$ cat src/design/cbcc_ram.sv
module cbcc_ram #(
  parameter int WIDTH = 8,
  parameter int DEPTH = 16
) (
  input  logic                     clk,
  input  logic                     we,
  input  logic [$clog2(DEPTH)-1:0] waddr,
  input  logic [WIDTH-1:0]         wdata,
  input  logic                     re,
  input  logic [$clog2(DEPTH)-1:0] raddr,
  output logic [WIDTH-1:0]         rdata
);
  logic [WIDTH-1:0] mem [DEPTH];

  always_ff @(posedge clk) begin
    if (we) begin
      mem[waddr] <= wdata;
    end
    if (re) begin
      rdata <= mem[raddr];
    end
  end
endmodule

$ cat config.mk
export PLATFORM = sky130hd
export DESIGN_NAME = cbcc_ram
export DESIGN_NICKNAME = d
export VERILOG_FILES = /design/src/design/cbcc_ram.sv
export SDC_FILE = /design/constraint.sdc
export NUM_CORES = 1
export LEC_CHECK = 0
export ABC_CLOCK_PERIOD_IN_PS = 2600
export BUFFER_PORTS_ARGS = -buffer_cell sky130_fd_sc_hd__buf_4
export CAP_MARGIN = 20
export CORE_UTILIZATION = 50
export CTS_BUF_LIST = sky130_fd_sc_hd__clkbuf_4
export DETAILED_ROUTE_END_ITERATION = 6
export PLACE_DENSITY = 0.72
export SKIP_CTS_REPAIR_TIMING = 1
export SYNTH_ARGS = -nofsm -noshare
export SYNTH_HDL_FRONTEND = slang
export SYNTH_SLANG_ARGS = --single-unit
export TNS_END_PERCENT = 1
$ cat constraint.sdc
create_clock -name clk -period 2.6 [get_ports clk]
set_input_delay 0.39 -clock clk [delete_from_list [all_inputs] [get_ports clk]]
set_output_delay 0.39 -clock clk [all_outputs]
set_load 0.005 [all_outputs]
# [Yosys cells after proc, flatten, opt, wreduce, memory -nomap -nowiden]
# Memory sizes are Yosys's and may differ from the RTL's. A register that Yosys moved wholly into a read port is not among the register bits.
# Cells that the tools add are included.
[op_classes] n_addsub=0 multipliers=0 div_mod_pow=0 order_cmp=0 n_eq_ne=0 shifts=0 n_mux=2 n_bitwise=0 n_reduce_logical=0
[op_table] operator="2-to-1 mux 1 bit" count=2
[totals] register_bits=0 latchBits=0 ram_bits=128 rom_bits=0 in_bits=19 output_inout_bits=8 word_cells=3 memories=1
[memory_table] memory="mem" depth=16 word_bits=8 read_ports=1 rd_clocked_by_memory_dff=1 wr=1 line="13" text="logic [WIDTH-1:0] mem [DEPTH];"

# [Logic depth before layout (Yosys ltp)]
# Gate-level depths: netlist of run 1.
[logic_depth] depth_word=2 mapped_depth=5 mapped_depth_nobuf=3

# [Worst setup path before layout of run 1]
# No wires, ideal clock.
[synth_path] path_type="in2reg" start="input waddr[2]" end="memory mem[0][0] (enable)" setup_ns=0.383 arrival_ns=1.500 path_slack_ns=0.717 cell_stages=2 path_buffers=0 path_cell_list="or3b_2 nor3_1"
[synth_rtl] element="start: declaration" line="7" text="input logic [$clog2(DEPTH)-1:0] waddr,"
[synth_rtl] element="end: declaration" line="13"
# Straight into the memory's write port.

==> results of run 1 <==
[cell usage after synthesis]
library cell / count
buf_4: 1
edfxtp_1: 136
buf_6: 3
and2_1: 1
nand3_1: 1
nand3b_1: 2
or3b_2: 1
and2b_1: 1
a22oi_1: 16
nand2b_1: 2
mux4_1: 14
nor2b_1: 1
nand2_1: 9
mux4_2: 18
clkdlybuf4s25_2: 3
buf_2: 3
nor3_1: 4
nor2_1: 13
[how the worst min path moves through the flow]
stage | from | endpoint | slack [ps] | cells after the start
after floorplan | wdata[0] | mem[0][0] | 490 | 0
after global placement | wdata[7] | mem[15][7] | 680 | 1
final | wdata[6] | mem[3][6] | 160 | 1
after global routing | wdata[0] | mem[13][0] | 110 | 1
after CTS | wdata[6] | mem[2][6] | 120 | 1
after detailed placement | wdata[2] | mem[13][2] | 690 | 1
[cell type report]
type	instances	share of cell area
diodes	1	0.000422
well taps	133	0.0280
multi-input cells	83	0.178
clock inverters	9	0.0173
flip-flops and latches	136	0.688
repair buffers	46	0.0603
clock buffers	22	0.0278
[where the power goes]
| part | internal [µW] | switching, µW |
|---|---|---|
| registers | 2470 | 12.1 |
| clock network | 612 | 689 |
| logic | 109 | 124 |
| total | 3190 | 825 |
[flip-flops by register name, indices dropped and copies added, names as in the netlist]
| signal | flops |
|---|---|
| mem | 128 |
| rdata | 8 |
[routing by layer]
metal  track usage  vias up
met4         0.101        0
met1         0.265     1262
li1              -     1090
met5             0        -
met3        0.0815       15
met2         0.291      119
[worst max-delay path, stage by stage (launching register included)]
cell and delay (ps):
edfxtp_1 390, mux4_2 470, a22oi_1 320, nand2_1 80
[kinds of logic after synthesis]
family | count (synthesis) | synth area share
flops | 136 | 0.781
simple gates | 35 | 0.0314
mux | 32 | 0.148
compound gates | 16 | 0.0230
buf+inv | 10 | 0.0165
[metrics by stage]
stage / cells / power [µW] / setup WS (ps) / utilization
5_1_grt: 430 / 4140 / 1030 / 0.596
3_5_place_dp: 398 / 2770 / 546 / 0.569
2_1_floorplan: 229 / 2650 / 717 / -
6_report: 430 / 4010 / 1100 / 0.596
3_3_place_gp: 398 / 2760 / 589 / 0.569
4_1_cts: 429 / 4030 / 1070 / 0.596
==> flow_summary.yaml, run 1 <==
final_layout:
  final_common_cell: "edfxtp_1"
  regArea_um2: 4080
  multi_input_comb_area_um2: 1060
  layout_common_cells: "136 x edfxtp_1, 45 x buf_4, 22 x clkbuf_4, 18 x mux4_2, 16 x a22oi_1"
  fillerInstances: 720
  nNetsFinal: 303
  drive_gt1_frac: 0.324
  area_delta_synth_final_pct: 13.5
  stdcell_area_um2: 5940
synth:
  ys_types: 18
  synth_seq_area_share: 0.781
  netlist_area_um2: 5230
  yosys_warnings: 0
  ys_ff_latch: 136
  synthCells: 229
  synthesis.nets: 248
  synth_area_leaders: "edfxtp_1 78%, mux4_2 7.8%, mux4_1 7.0%"
  syn_avg_cell_area_um2: 22.8
  synth_area_leader_cell: "edfxtp_1"
  synth_top_area_frac: 0.781
clock_tree:
  root_buffer: "clkbuf_4"
  tritoncts: "yes"
  clock_path_buffers: 2
  clk_pin_slew_ps: 110
  h-tree-depth: 4
  cts_buffers: 17
  clock_latency_ps: 520
  clock-sinks: 136
setup_path:
  worstPathArrival_ps: 1780
  r2r-start: "mem[3][4]"
  critPathLaunch: "mem[3][4]"
  path_class: "reg2reg"
  setup.worst_path.end: "rdata[4]"
  crit_path_end_kind: "register"
  rr_endpoint: "rdata[4]"
  rr_worst_depth: 3
  required_ps: 2880
  ff2ff_setup_slack_ps: 1100
  cp_max_fo: 1
  start_kind: "register"
sta:
  report.final.setup_viol: 0
  fmax_ghz: 0.667
  rsz0062_at_grt: "false"
  worst_pin_slew_ps: 536
  maxSlewHeadroom: 0.641
  finalSetupTns_ps: 0
  fin_crit_sh: 0.577
  finalHoldViolations: 0
  slew_viol_final: 0
  fin_crit_ps: 1500
  finClkSkew_ps: 15.9
  hold_slack_ps: 157
job:
  cap_viol_max_count: 0
floorplanning:
  placementRows: 36
  dieWidth_um: 104
  core_area_um2: 9950
  die_h_um: 104
  start_util: 0.525
  ios: 27
  dieArea_um2: 10900
place:
  gp_congestion: 0.716
  dpl_cell_area_um2: 5670
  numPortBuffers: 26
  hpwl_um: 6260
detailed_routing:
  drt_iter0_drc: 251
  dr_wl_met3_um: 902
  ant_nets: 0
  routed.top_layer: "met4"
  dr.pass1.iters: 5
  wl_met1_um: 3890
  drt_wl_total_um: 9940
  wire_per_inst_um: 23.1
  vias: 2486
  remaining_drc_errors: 0
  dr_wl_met2_um: 4900
  routed_via_density: 5.78
global_routing:
  antenna_found_initial: 1
  grt_pass1_wl_um: 14900
  grt_pass1_vias: 2572
  gr-total-overflow: 0
  grt_max_degree: 33
  track_usage: 0.201
power_and_ir_drop:
  power_density_nw_per_um2: 676
  p_leak_uw: 0.00199
  max-vdd-ir-drop_v: 0.000228
outcome:
  status: "completed"
min_path:
  min_path_type: "in2reg"
(Power assumes the default switching activity.)
==> run 2, diff against run 1 <==
ABC_AREA = 1   (was not set)
ABC_CLOCK_PERIOD_IN_PS = 1500   (was 2600)
clock period = 1.5 ns   (was 2.6 ns; I/O delays follow)
==> run 2 against run 1 <==
Compared with the run above:
- power increased by 92%
- largest power group unchanged
- synthesized area up 12%
- sequential share of layout area is 7.2 points lower
- highest routed layer unchanged
- cell count grew 75%
- worst hold slack lost 120 ps
- non-clock buffer count rose by 3
- design area is 12% higher
==> flow_summary.yaml, run 2 <==
synth:
  synth_area_leader_cell: "edfxtp_1"
  synth_top_family_by_area: "simple AND/OR/NAND/NOR gates"
  syn_avg_cell_area_um2: 10.6
  synthesis.nets: 570
  synth_xor_area_frac: 0
  synth_async_sr_flop_share: 0
  yosys_warnings: 0
  synth_top_area_frac: 0.698
  synth_seq_area_share: 0.698
  synth_most_common_cell: "nand2_1"
  synth_fa_ha_area_frac: 0
  synth_area_leaders: "edfxtp_1 70%, nand2_1 11%, nand3_1 8.3%"
  synth_mux_area_frac: 0
  ys_ff_latch: 136
  synth_edf_count: 136
  synth_compound_area_frac: 0
  synthCells: 551
  synth_flop_cell: "edfxtp_1"
  ys_top_cells_by_count: "173 x nand2_1, 136 x edfxtp_1, 100 x inv_1, 97 x nand3_1, 17 x nor2_1"
  ys_types: 11
  synth_simple_gate_area_frac: 0.208
  netlist_area_um2: 5850
power_and_ir_drop:
  p_seq_frac: 0.557
  p_clk_frac: 0.371
  p_leak_uw: 0.00286
  comb_power_share: 0.071
  p_switching_uw: 1750
  max-vdd-ir-drop_v: 0.000465
  internal_power_uw: 5960
  power_density_nw_per_um2: 1160
  total_power_uw: 7710
  swShare: 0.228
setup_path:
  path_class: "reg2out"
  required_ps: 1270
  cpPeakStageDelay_ps: 440
  critPathBufInv: 1
  crit_path_end_kind: "output port"
  cp_max_fo: 1
  slowest_stage: "edfxtp_1"
  start_kind: "register"
  cp_cell_sequence: "buf_4"
  worstPathArrival_ps: 1110
  cp_top_family: "flip-flops"
clock_tree:
  clock-sinks: 136
  tritoncts: "yes"
  h-tree-depth: 4
  clock_latency_ps: 520
  clock_path_buffers: 2
  root_buffer: "clkbuf_4"
  cts_buffers: 17
  clk_pin_slew_ps: 110
place:
  hpwl_um: 7990
  gp_congestion: 0.834
  numPortBuffers: 26
sta:
  finClkSkew_ps: 14.3
  maxSlewHeadroom: 0.594
  worst_pin_slew_ps: 607
  report.final.setup_viol: 0
  slew_viol_final: 0
  fmax_ghz: 0.748
  hold_slack_ps: 39.5
  finalHoldViolations: 0
  fin_crit_ps: 1340
  finalSetupTns_ps: 0
  rsz0062_at_grt: "false"
  fin_crit_sh: 0.891
detailed_routing:
  remaining_drc_errors: 0
  wire_per_inst_um: 16.9
  drt_iter0_drc: 286
  routed_via_density: 5.21
  ant_nets: 0
  vias: 3913
  drt_wl_total_um: 12700
  dr.pass1.iters: 5
final_layout:
  multi_input_comb_area_um2: 1210
  final_common_cell: "nand2_1"
  reg_top3: "mem: 128 flops, rdata: 8 flops"
  area_delta_synth_final_pct: 13.4
  regMostFlops: "mem"
  layout_common_cells: "173 x nand2_1, 136 x edfxtp_1, 100 x inv_1, 97 x nand3_1, 44 x buf_4"
  drive_gt1_frac: 0.133
  regArea_um2: 4080
  largest_reg_flops: 128
  fillerInstances: 968
  nNetsFinal: 614
  antenna_cells: 0
  fin_util: 0.581
floorplanning:
  ios: 27
  core_area_um2: 11400
  die_h_um: 110
  dieArea_um2: 12100
  placementRows: 39
  dieWidth_um: 110
  start_util: 0.512
global_routing:
  grt_pass1_wl_um: 19900
  grt_max_degree: 65
  gr-total-overflow: 0
  antenna_found_initial: 0
  grt_pass1_vias: 3815
  track_usage: 0.233
outcome:
  status: "completed"
min_path:
  min_path_type: "in2reg"
job:
  cap_viol_max_count: 0
==> run 2: final timing paths <==
kind / start / to / slack [ps] / cells past startpoint
worst max-delay path: rdata[6] / rdata[6] / 160 / 1
worst max register to register: mem[5][3] / rdata[3] / 320 / 6
worst min-delay path: wdata[7] / mem[3][7] / 40 / 1
worst min register to register: mem[5][6] / rdata[6] / 780 / 6
==> run 2: final cells by class <==
type                    count  area share
clock buffers              17      0.0192
clock inverters            15      0.0338
inverters                 102      0.0577
multi-input cells         289       0.183
flip-flops and latches    136       0.616
well taps                 143      0.0270
repair buffers             49      0.0634
==> run 2: cell families after synthesis <==
group | after synthesis
buffers and inverters | 126
flip-flops | 136
AND/OR/NAND/NOR | 289
==> run 2: power by group through the flow <==
stage | clock network, µW | registers, µW | logic, µW
2_1_floorplan | 0 | 4380 | 300
3_3_place_gp | 0 | 4380 | 531
3_5_place_dp | 0 | 4390 | 545
4_1_cts | 2910 | 4300 | 548
5_1_grt | 3050 | 4310 | 609
6_report | 2860 | 4300 | 548
==> run 2: metrics by stage <==
stage	cells	instance area [µm²]	worst slack [ps]
6_report	751	6630	163
5_1_grt	751	6630	104
4_1_cts	750	6620	132
3_5_place_dp	718	6270	-25.2
3_3_place_gp	718	6270	0.217
2_1_floorplan	551	5850	324
==> run 2: layer usage <==
| metal | vias to the layer above | global-route usage | part of all wire |
|---|---|---|---|
| met1 | 1890 | 0.300 | 0.43 |
| met3 | 22 | 0.0482 | 0.050 |
| met5 | - | 0 | 0 |
| met2 | 130 | 0.391 | 0.50 |
| li1 | 1871 | - | - |
| met4 | 0 | 0.0846 | 0.019 |
