**src/design/cbcc_pkg.sv**
```systemverilog
package cbcc_pkg;

  localparam int CFG_IDX_BITS  = 8;
  localparam int CFG_DATA_BITS = 32;

  // register indexes
  localparam logic [CFG_IDX_BITS-1:0] REG_SOURCE_BUS   = 8'd0;
  localparam logic [CFG_IDX_BITS-1:0] REG_REF_ADDRESS  = 8'd1;
  localparam logic [CFG_IDX_BITS-1:0] REG_REF_BYTE     = 8'd2;
  localparam logic [CFG_IDX_BITS-1:0] REG_REF_BIT      = 8'd3;
  localparam logic [CFG_IDX_BITS-1:0] REG_SEARCH_BUS   = 8'd4;
  localparam logic [CFG_IDX_BITS-1:0] REG_EQUAL_MODE   = 8'd5;
  localparam logic [CFG_IDX_BITS-1:0] REG_MINIMUM      = 8'd6;

  localparam logic KIND_FRAME  = 1'b0;
  localparam logic KIND_REPORT = 1'b1;

  typedef struct packed {
    logic [7:0]  source_bus;
    logic [10:0] reference_address;
    logic [2:0]  reference_byte;
    logic [2:0]  reference_bit;
    logic [7:0]  search_bus;
    logic        equal_mode;
    logic [23:0] minimum_count;
  } cfg_t;

  typedef enum logic [2:0] {
    ST_CLEAR,
    ST_IDLE,
    ST_HDR_RD,
    ST_HDR_WR,
    ST_ROW_RD,
    ST_ROW_WR,
    ST_REP_RD,
    ST_EMIT
  } state_t;

endpackage

```
**src/design/cbcc_if.sv**
```systemverilog


interface cbcc_cfg_if;
  logic        valid;
  logic        ready;
  logic [7:0]  index;
  logic [31:0] data;
  modport source(output valid, index, data, input ready);
  modport sink(input valid, index, data, output ready);
endinterface

```
**src/design/cbcc_cfg.sv**
```systemverilog
module cbcc_cfg (
  input  logic          clk,
  input  logic          rst_n,
  cbcc_cfg_if.sink      cfg_chan,
  output cbcc_pkg::cfg_t cfg
);
  import cbcc_pkg::*;

  cfg_t cfg_r, cfg_nxt;

  assign cfg_chan.ready = 1'b1;
  assign cfg = cfg_r;

  always_comb begin
    cfg_nxt = cfg_r;
    if (cfg_chan.valid) begin
      case (cfg_chan.index)
        REG_SOURCE_BUS:  cfg_nxt.source_bus        = cfg_chan.data[7:0];
        REG_REF_ADDRESS: cfg_nxt.reference_address = cfg_chan.data[10:0];
        REG_REF_BYTE:    cfg_nxt.reference_byte    = cfg_chan.data[2:0];
        REG_REF_BIT:     cfg_nxt.reference_bit     = cfg_chan.data[2:0];
        REG_SEARCH_BUS:  cfg_nxt.search_bus        = cfg_chan.data[7:0];
        REG_EQUAL_MODE:  cfg_nxt.equal_mode        = cfg_chan.data[0];
        REG_MINIMUM:     cfg_nxt.minimum_count     = cfg_chan.data[23:0];
        default:         cfg_nxt = cfg_r;
      endcase
    end
  end

  always_ff @(posedge clk) begin
    if (!rst_n) begin
      cfg_r <= '{source_bus: 8'd0, reference_address: 11'd0, reference_byte: 3'd0,
                 reference_bit: 3'd0, search_bus: 8'd0, equal_mode: 1'b1,
                 minimum_count: 24'd100};
    end else begin
      cfg_r <= cfg_nxt;
    end
  end
endmodule

```
**src/flat_wrapper.sv**
```systemverilog
// flat-port wrapper written by rule: the top's interface ports become plain ports
module cbcc_cfg_flat import cbcc_pkg::*;
  (clk, rst_n, cfg, cfg_chan_valid, cfg_chan_index, cfg_chan_data, cfg_chan_ready);
  cbcc_cfg_if cfg_chan_i ();
  input  logic clk;
  input  logic rst_n;
  output cbcc_pkg::cfg_t cfg;
  input wire logic [$bits(cfg_chan_i.valid)-1:0] cfg_chan_valid;
  input wire logic [$bits(cfg_chan_i.index)-1:0] cfg_chan_index;
  input wire logic [$bits(cfg_chan_i.data)-1:0] cfg_chan_data;
  output wire logic [$bits(cfg_chan_i.ready)-1:0] cfg_chan_ready;
  assign cfg_chan_i.valid = cfg_chan_valid;
  assign cfg_chan_i.index = cfg_chan_index;
  assign cfg_chan_i.data = cfg_chan_data;
  assign cfg_chan_ready = cfg_chan_i.ready;
  cbcc_cfg u_core (.clk(clk), .rst_n(rst_n), .cfg_chan(cfg_chan_i), .cfg(cfg));
endmodule
```
**config.mk**
```make
export PLATFORM = sky130hd
export DESIGN_NAME = cbcc_cfg_flat
export DESIGN_NICKNAME = d
export VERILOG_FILES = /design/src/design/cbcc_pkg.sv /design/src/design/cbcc_if.sv /design/src/design/cbcc_cfg.sv /design/src/flat_wrapper.sv
export SDC_FILE = /design/constraint.sdc
export NUM_CORES = 1
export LEC_CHECK = 0
export BUFFER_PORTS_ARGS = -buffer_cell sky130_fd_sc_hd__clkbuf_2
export CAP_MARGIN = 5
export CORE_UTILIZATION = 45
export CTS_BUF_LIST = sky130_fd_sc_hd__clkbuf_4 sky130_fd_sc_hd__clkbuf_8
export CTS_CLUSTER_SIZE = 40
export DETAILED_ROUTE_END_ITERATION = 10
export PLACE_DENSITY = 0.77
export SYNTH_ARGS = -nofsm -noshare
export SYNTH_HDL_FRONTEND = slang
export SYNTH_SLANG_ARGS = --single-unit
```
**constraint.sdc**
```tcl
create_clock -name clk -period 1.8 [get_ports clk]
set_input_delay 0.09 -clock clk [delete_from_list [all_inputs] [get_ports clk]]
set_output_delay 0.09 -clock clk [all_outputs]
set_load 0.005 [all_outputs]
```
Word level (Yosys, flattened, before mapping):

Cells that the tools add are included.

* bits in read-only memories: 0
* register bits after elaboration: 58
* memories: 0
* logic and storage cells: 21
* output and inout port bits: 59
* latch bits: 0
* bits of input ports: 43
* memory bits (writable): 0

* shifts and indexed selects: 0
* muxes and demuxes: 0
* multiply operators: 0
* add/subtract/negate cells: 0
* bitwise logic cells: 0
* $lt $le $gt $ge: 0
* equal/unequal tests: 6
* div/mod/pow operators: 0
* reduce and logical (&&, ||, !) cells: 8

Operators with widths (count)
* $eq 8x3->1 const B: 3
* $eq 8x2->1 const B: 2
* $reduce_and 2->1: 7
* $eq 8x1->1 const B: 1
* $logic_not 8->1: 1

Logic depth before layout (Yosys ltp):

* depth after elaboration: 2
* mapped depth: 5
* gate-level depth less buffers: 3

Worst setup path after synthesis:

OpenSTA, ideal clock, no wires.

* kind: input to register
* from: input cfg_chan_index[5]
* to: register u_core.cfg_r (netlist bit u_core.cfg[39])
* path buffers: 1
* library setup time: 0.123 ns
* stages: 4
* data arrival time: 1.398 ns
* data required time: 1.677 ns
* slack: 0.279 ns
* path through: or4_4 or4_4 buf_6 mux2i_1

* word-level cells in the longest chain between the ends: 2

RTL lines
* from (decl): RTL line flat_wrapper.sv:9 `input wire logic [$bits(cfg_chan_i.index)-1:0] cfg_chan_index;`
* $eq 8x1->1: RTL line cbcc_cfg.sv:17 `case (cfg_chan.index)`
* $reduce_and 2->1 (no source line)
* to (signal assigned): RTL line cbcc_cfg.sv:32 `cfg_r <= '{source_bus: 8'd0, reference_address: 11'd0, reference_byte: 3'd0,`
* to (signal assigned): RTL line cbcc_cfg.sv:36 `cfg_r <= cfg_nxt;`
* to (decl): RTL line cbcc_cfg.sv:9 `cfg_t cfg_r, cfg_nxt;`

No other way between the ends.
A chain may end at the register's enable or synchronous reset.

Worst setup path after layout:

* from: input cfg_chan_index[5]
* to: register u_core.cfg_r (netlist bit u_core.cfg[40])

Same word-level chain as after synthesis.

==> impl_table.tex <==
\begin{tabular}{lr}
\hline
Metric & Value \\
\hline
\multicolumn{2}{l}{\textbf{Floorplan}} \\
\quad Number of ports placed on the die boundary & 102 \\
\quad Starting density of the core & 47.37\% \\
\quad Height of the die & 72.98 um \\
\quad Width of the die & 72.98 um \\
\quad Area of the core & 4786 um2 \\
\quad Full die area & 5326 um2 \\
\quad Cell Rows & 25 \\
\multicolumn{2}{l}{\textbf{Worst setup path}} \\
\quad Highest fanout seen on the critical path & 11 \\
\quad Type of origin of the critical path & input port \\
\quad Critical path data required time & 2010 ps \\
\quad Crit path kind & input port to register \\
\quad CP delay by family, top & simple AND/OR/NAND/NOR gates \\
\quad Highest-delay cell along the critical path & or4\_4 \\
\quad Worst-path cell chain & clkbuf\_2, or4\_4, or4\_4, mux2i\_1 \\
\quad Worst-case register-to-register setup slack & 1180 ps \\
\quad Dominant cell type by count on the critical path & or4\_4 \\
\quad Maximum single-stage delay on the critical path & 640 ps \\
\quad Number of buffer and inverter instances along the worst setup path & 1 \\
\quad Type of element capturing the critical path & register \\
\quad Data arrival time at the worst-slack endpoint & 1550 ps \\
\multicolumn{2}{l}{\textbf{Drt}} \\
\quad Drc violations & 0 \\
\quad Vias & 1987 \\
\quad DRT antenna net count & 0 \\
\quad Total length of routed wires & 5302 um \\
\quad First-pass DRT Iterations & 4 \\
\quad DRC marker count from the first detailed-route iteration & 70 \\
\quad DR vias/cell & 4.800 \\
\quad WL per Instance & 12.81 um \\
\multicolumn{2}{l}{\textbf{Timing}} \\
\quad Worst Skew & 0 ps \\
\quad Final worst setup slack & 455.8 ps \\
\quad Fin. Hold Viols & 0 \\
\quad \# setup viols final & 0 \\
\quad Count of pins over their slew limit & 0 \\
\quad Final period utilization & 74.68\% \\
\quad Minimum clock period after layout & 1344 ps \\
\quad Unrepaired setup endpoints after global routing & false \\
\quad Post-Route Setup TNS & 0 ps \\
\quad Timing-limited maximum frequency & 743.9 MHz \\
\multicolumn{2}{l}{\textbf{Synth}} \\
\quad Fraction of registers with async set/reset & 0\% \\
\quad Area contributors post-synth & dfxtp\_1 51\%, mux2i\_1 25\%, nand2\_1 13\% \\
\quad Net count after synthesis & 276 \\
\quad Post-Syn Instances & 233 \\
\quad Register bit total from synthesis & 58 \\
\quad Number of distinct standard cells referenced by the synthesized netlist & 21 \\
\quad Post-Synthesis Cell Area & 2267 um2 \\
\quad Number of synthesized flops with an enable pin & 0 \\
\quad Average cell area after synthesis & 9.730 um2 \\
\quad Most area-hungry cell type in the Yosys netlist & dfxtp\_1 \\
\quad Share of Yosys cell area claimed by the top area cell type & 51.21\% \\
\quad Top FF cell, synth & dfxtp\_1 \\
\quad Register area share after synthesis & 51.21\% \\
\quad Number of warning messages in the yosys log & 0 \\
\multicolumn{2}{l}{\textbf{Layout}} \\
\quad Number of flip-flops under the largest register name & 58 \\
\quad Antenna fix cells & 0 \\
\quad \# nets final & 386 \\
\quad Post-layout util & 65.99\% \\
\quad Share of post-route cells with drive strength above 1 & 34.01\% \\
\quad Layout fillers & 405 \\
\quad Layout area overhead & 39.29\% \\
\multicolumn{2}{l}{\textbf{Global routing}} \\
\quad GRT Util Overall & 21.66\% \\
\quad Maximum number of pins on one net before global-route repair & 31 \\
\quad Number of global-route vias before repair & 1922 \\
\quad Remaining global-route overflow & 0 \\
\quad Number of antenna violations at the first check in global routing & 0 \\
\quad First-pass GRT wire length & 8590 um \\
\multicolumn{2}{l}{\textbf{Place}} \\
\quad Weighted congestion at the end of routability-driven global placement & 0.8408 \\
\quad Buffers on Ports & 92 \\
\quad Half-perimeter wire length after detailed placement & 3589 um \\
\quad Minimum setup slack after placement & 109.3 ps \\
\multicolumn{2}{l}{\textbf{Status}} \\
\quad Outcome & finished, final reports clean \\
\multicolumn{2}{l}{\textbf{Clock network}} \\
\quad Number of levels in the clock H-tree & 3 \\
\quad Clock Sink Count & 58 \\
\quad CTS hold repair buffers & 14 \\
\quad Post-CTS clock slew at the launch and capture registers of the worst setup and hold paths & 60 ps \\
\quad Clock Latency Late Sink & 330 ps \\
\quad Clock tree from TritonCTS & done \\
\quad Largest buffer count on any clock path & 2 \\
\quad Num CTS Buffers & 9 \\
\quad CTS root buffer & clkbuf\_8 \\
\quad Post\_cts resized & 0 \\
\quad Number of setup buffers added after CTS & 0 \\
\multicolumn{2}{l}{\textbf{Power}} \\
\quad Leakage & 1.590 nW \\
\quad VDD IR max & 0.4956 mV \\
\quad Power density of the placed cells & 825.9 nW/um2 \\
\multicolumn{2}{l}{\textbf{Run}} \\
\quad Max-cap check violation count & 0 \\
\multicolumn{2}{l}{\textbf{Worst hold path}} \\
\quad Class of the most critical hold timing path & input port to register \\
\hline
\end{tabular}
-- report_power, final --
| group | switching, W | internal (W) |
|---|---|---|
| clock network | 0.000479 | 0.000695 |
| registers | 0.000000855 | 0.00129 |
| logic | 0.0000748 | 0.0000726 |
| total | 0.000555 | 0.00205 |
-- tightest hold or removal path, cell delays in order --
cell and delay (ps):
clkbuf_2 80, nand2_1 70, mux2i_1 60
-- Yosys cell counts, types with 2 or more instances --
master    number
clkbuf_1      10
buf_4          3
dfxtp_1       58
nor3b_1        2
mux2i_1       57
nand3b_1       2
or4_4          2
nand3_1        3
nor2b_1        6
nand2_1       78
nor4_1         2
-- cell type report --
cell class                 count  area, um2  share of cell area, %
clock buffer                  12      152.6                  4.834
sequential                    58       1161                  36.77
clock inverter                 3      40.04                  1.268
timing repair buffer         114      685.7                  21.71
inverter                       1      3.754                 0.1189
tap                           67      83.83                  2.655
multi-input combinational    159       1031                  32.65
-- per-layer routing --
metal | GRT usage (%) | vias up | routed length [um]
li1 | - | 991 | -
met1 | 25.17 | 912 | 2336
met2 | 35.49 | 70 | 2513
met3 | 7.044 | 14 | 327
met4 | 11.33 | 0 | 125
met5 | 0 | - | 0
-- cells by family (layout without fill, tap and decap cells) --
group           after synthesis  after routing  share of synthesized area [%]
simple gates                100            100                          19.59
flops                        58             58                          51.21
mux                          57             57                          25.17
buf+inv                      16            130                          3.532
other cells                   1              1                         0.1654
compound gates                1              1                         0.3312
-- final timing paths --
| kind | start | endpoint | depth (start not counted) |
|---|---|---|---|
| hold / removal | cfg_chan_data[9] | u_core.cfg[48] | 3 |
| hold reg to reg | u_core.cfg[15] | u_core.cfg[15] | 2 |
| setup reg to reg | u_core.cfg[6] | u_core.cfg[6] | 2 |
| setup / recovery | cfg_chan_index[5] | u_core.cfg[40] | 4 |
-- layout by cell type (no fill, tap or decap), drive strengths merged --
master / Yosys / layout
or4: 2 / 2
nand3: 3 / 3
nand2: 78 / 78
nor3b: 2 / 2
o31ai: 1 / 1
and3b: 1 / 1
buf: 5 / 8
clkinv: 0 / 2
mux2i: 57 / 57
bufinv: 0 / 1
dlygate4sd3: 0 / 14
inv: 1 / 1
conb: 1 / 1
nand2b: 1 / 1
nor4: 2 / 2
dfxtp: 58 / 58
and3: 1 / 1
nand4b: 1 / 1
nor2b: 6 / 6
clkbuf: 10 / 104
nand3b: 2 / 2
nor2: 1 / 1
-- per-stage QoR --
step,power (W),instances,hold WS (ps),cell area [um2]
CTS,0.002625,414,1.539,3158
global route,0.002698,414,19.25,3158
floorplan,0.001375,233,232.1,2267
global placement,0.001435,385,321.0,2825
finish,0.002608,414,14.12,3158
detailed placement,0.001438,385,327.8,2825
(Power assumes the default switching activity.)
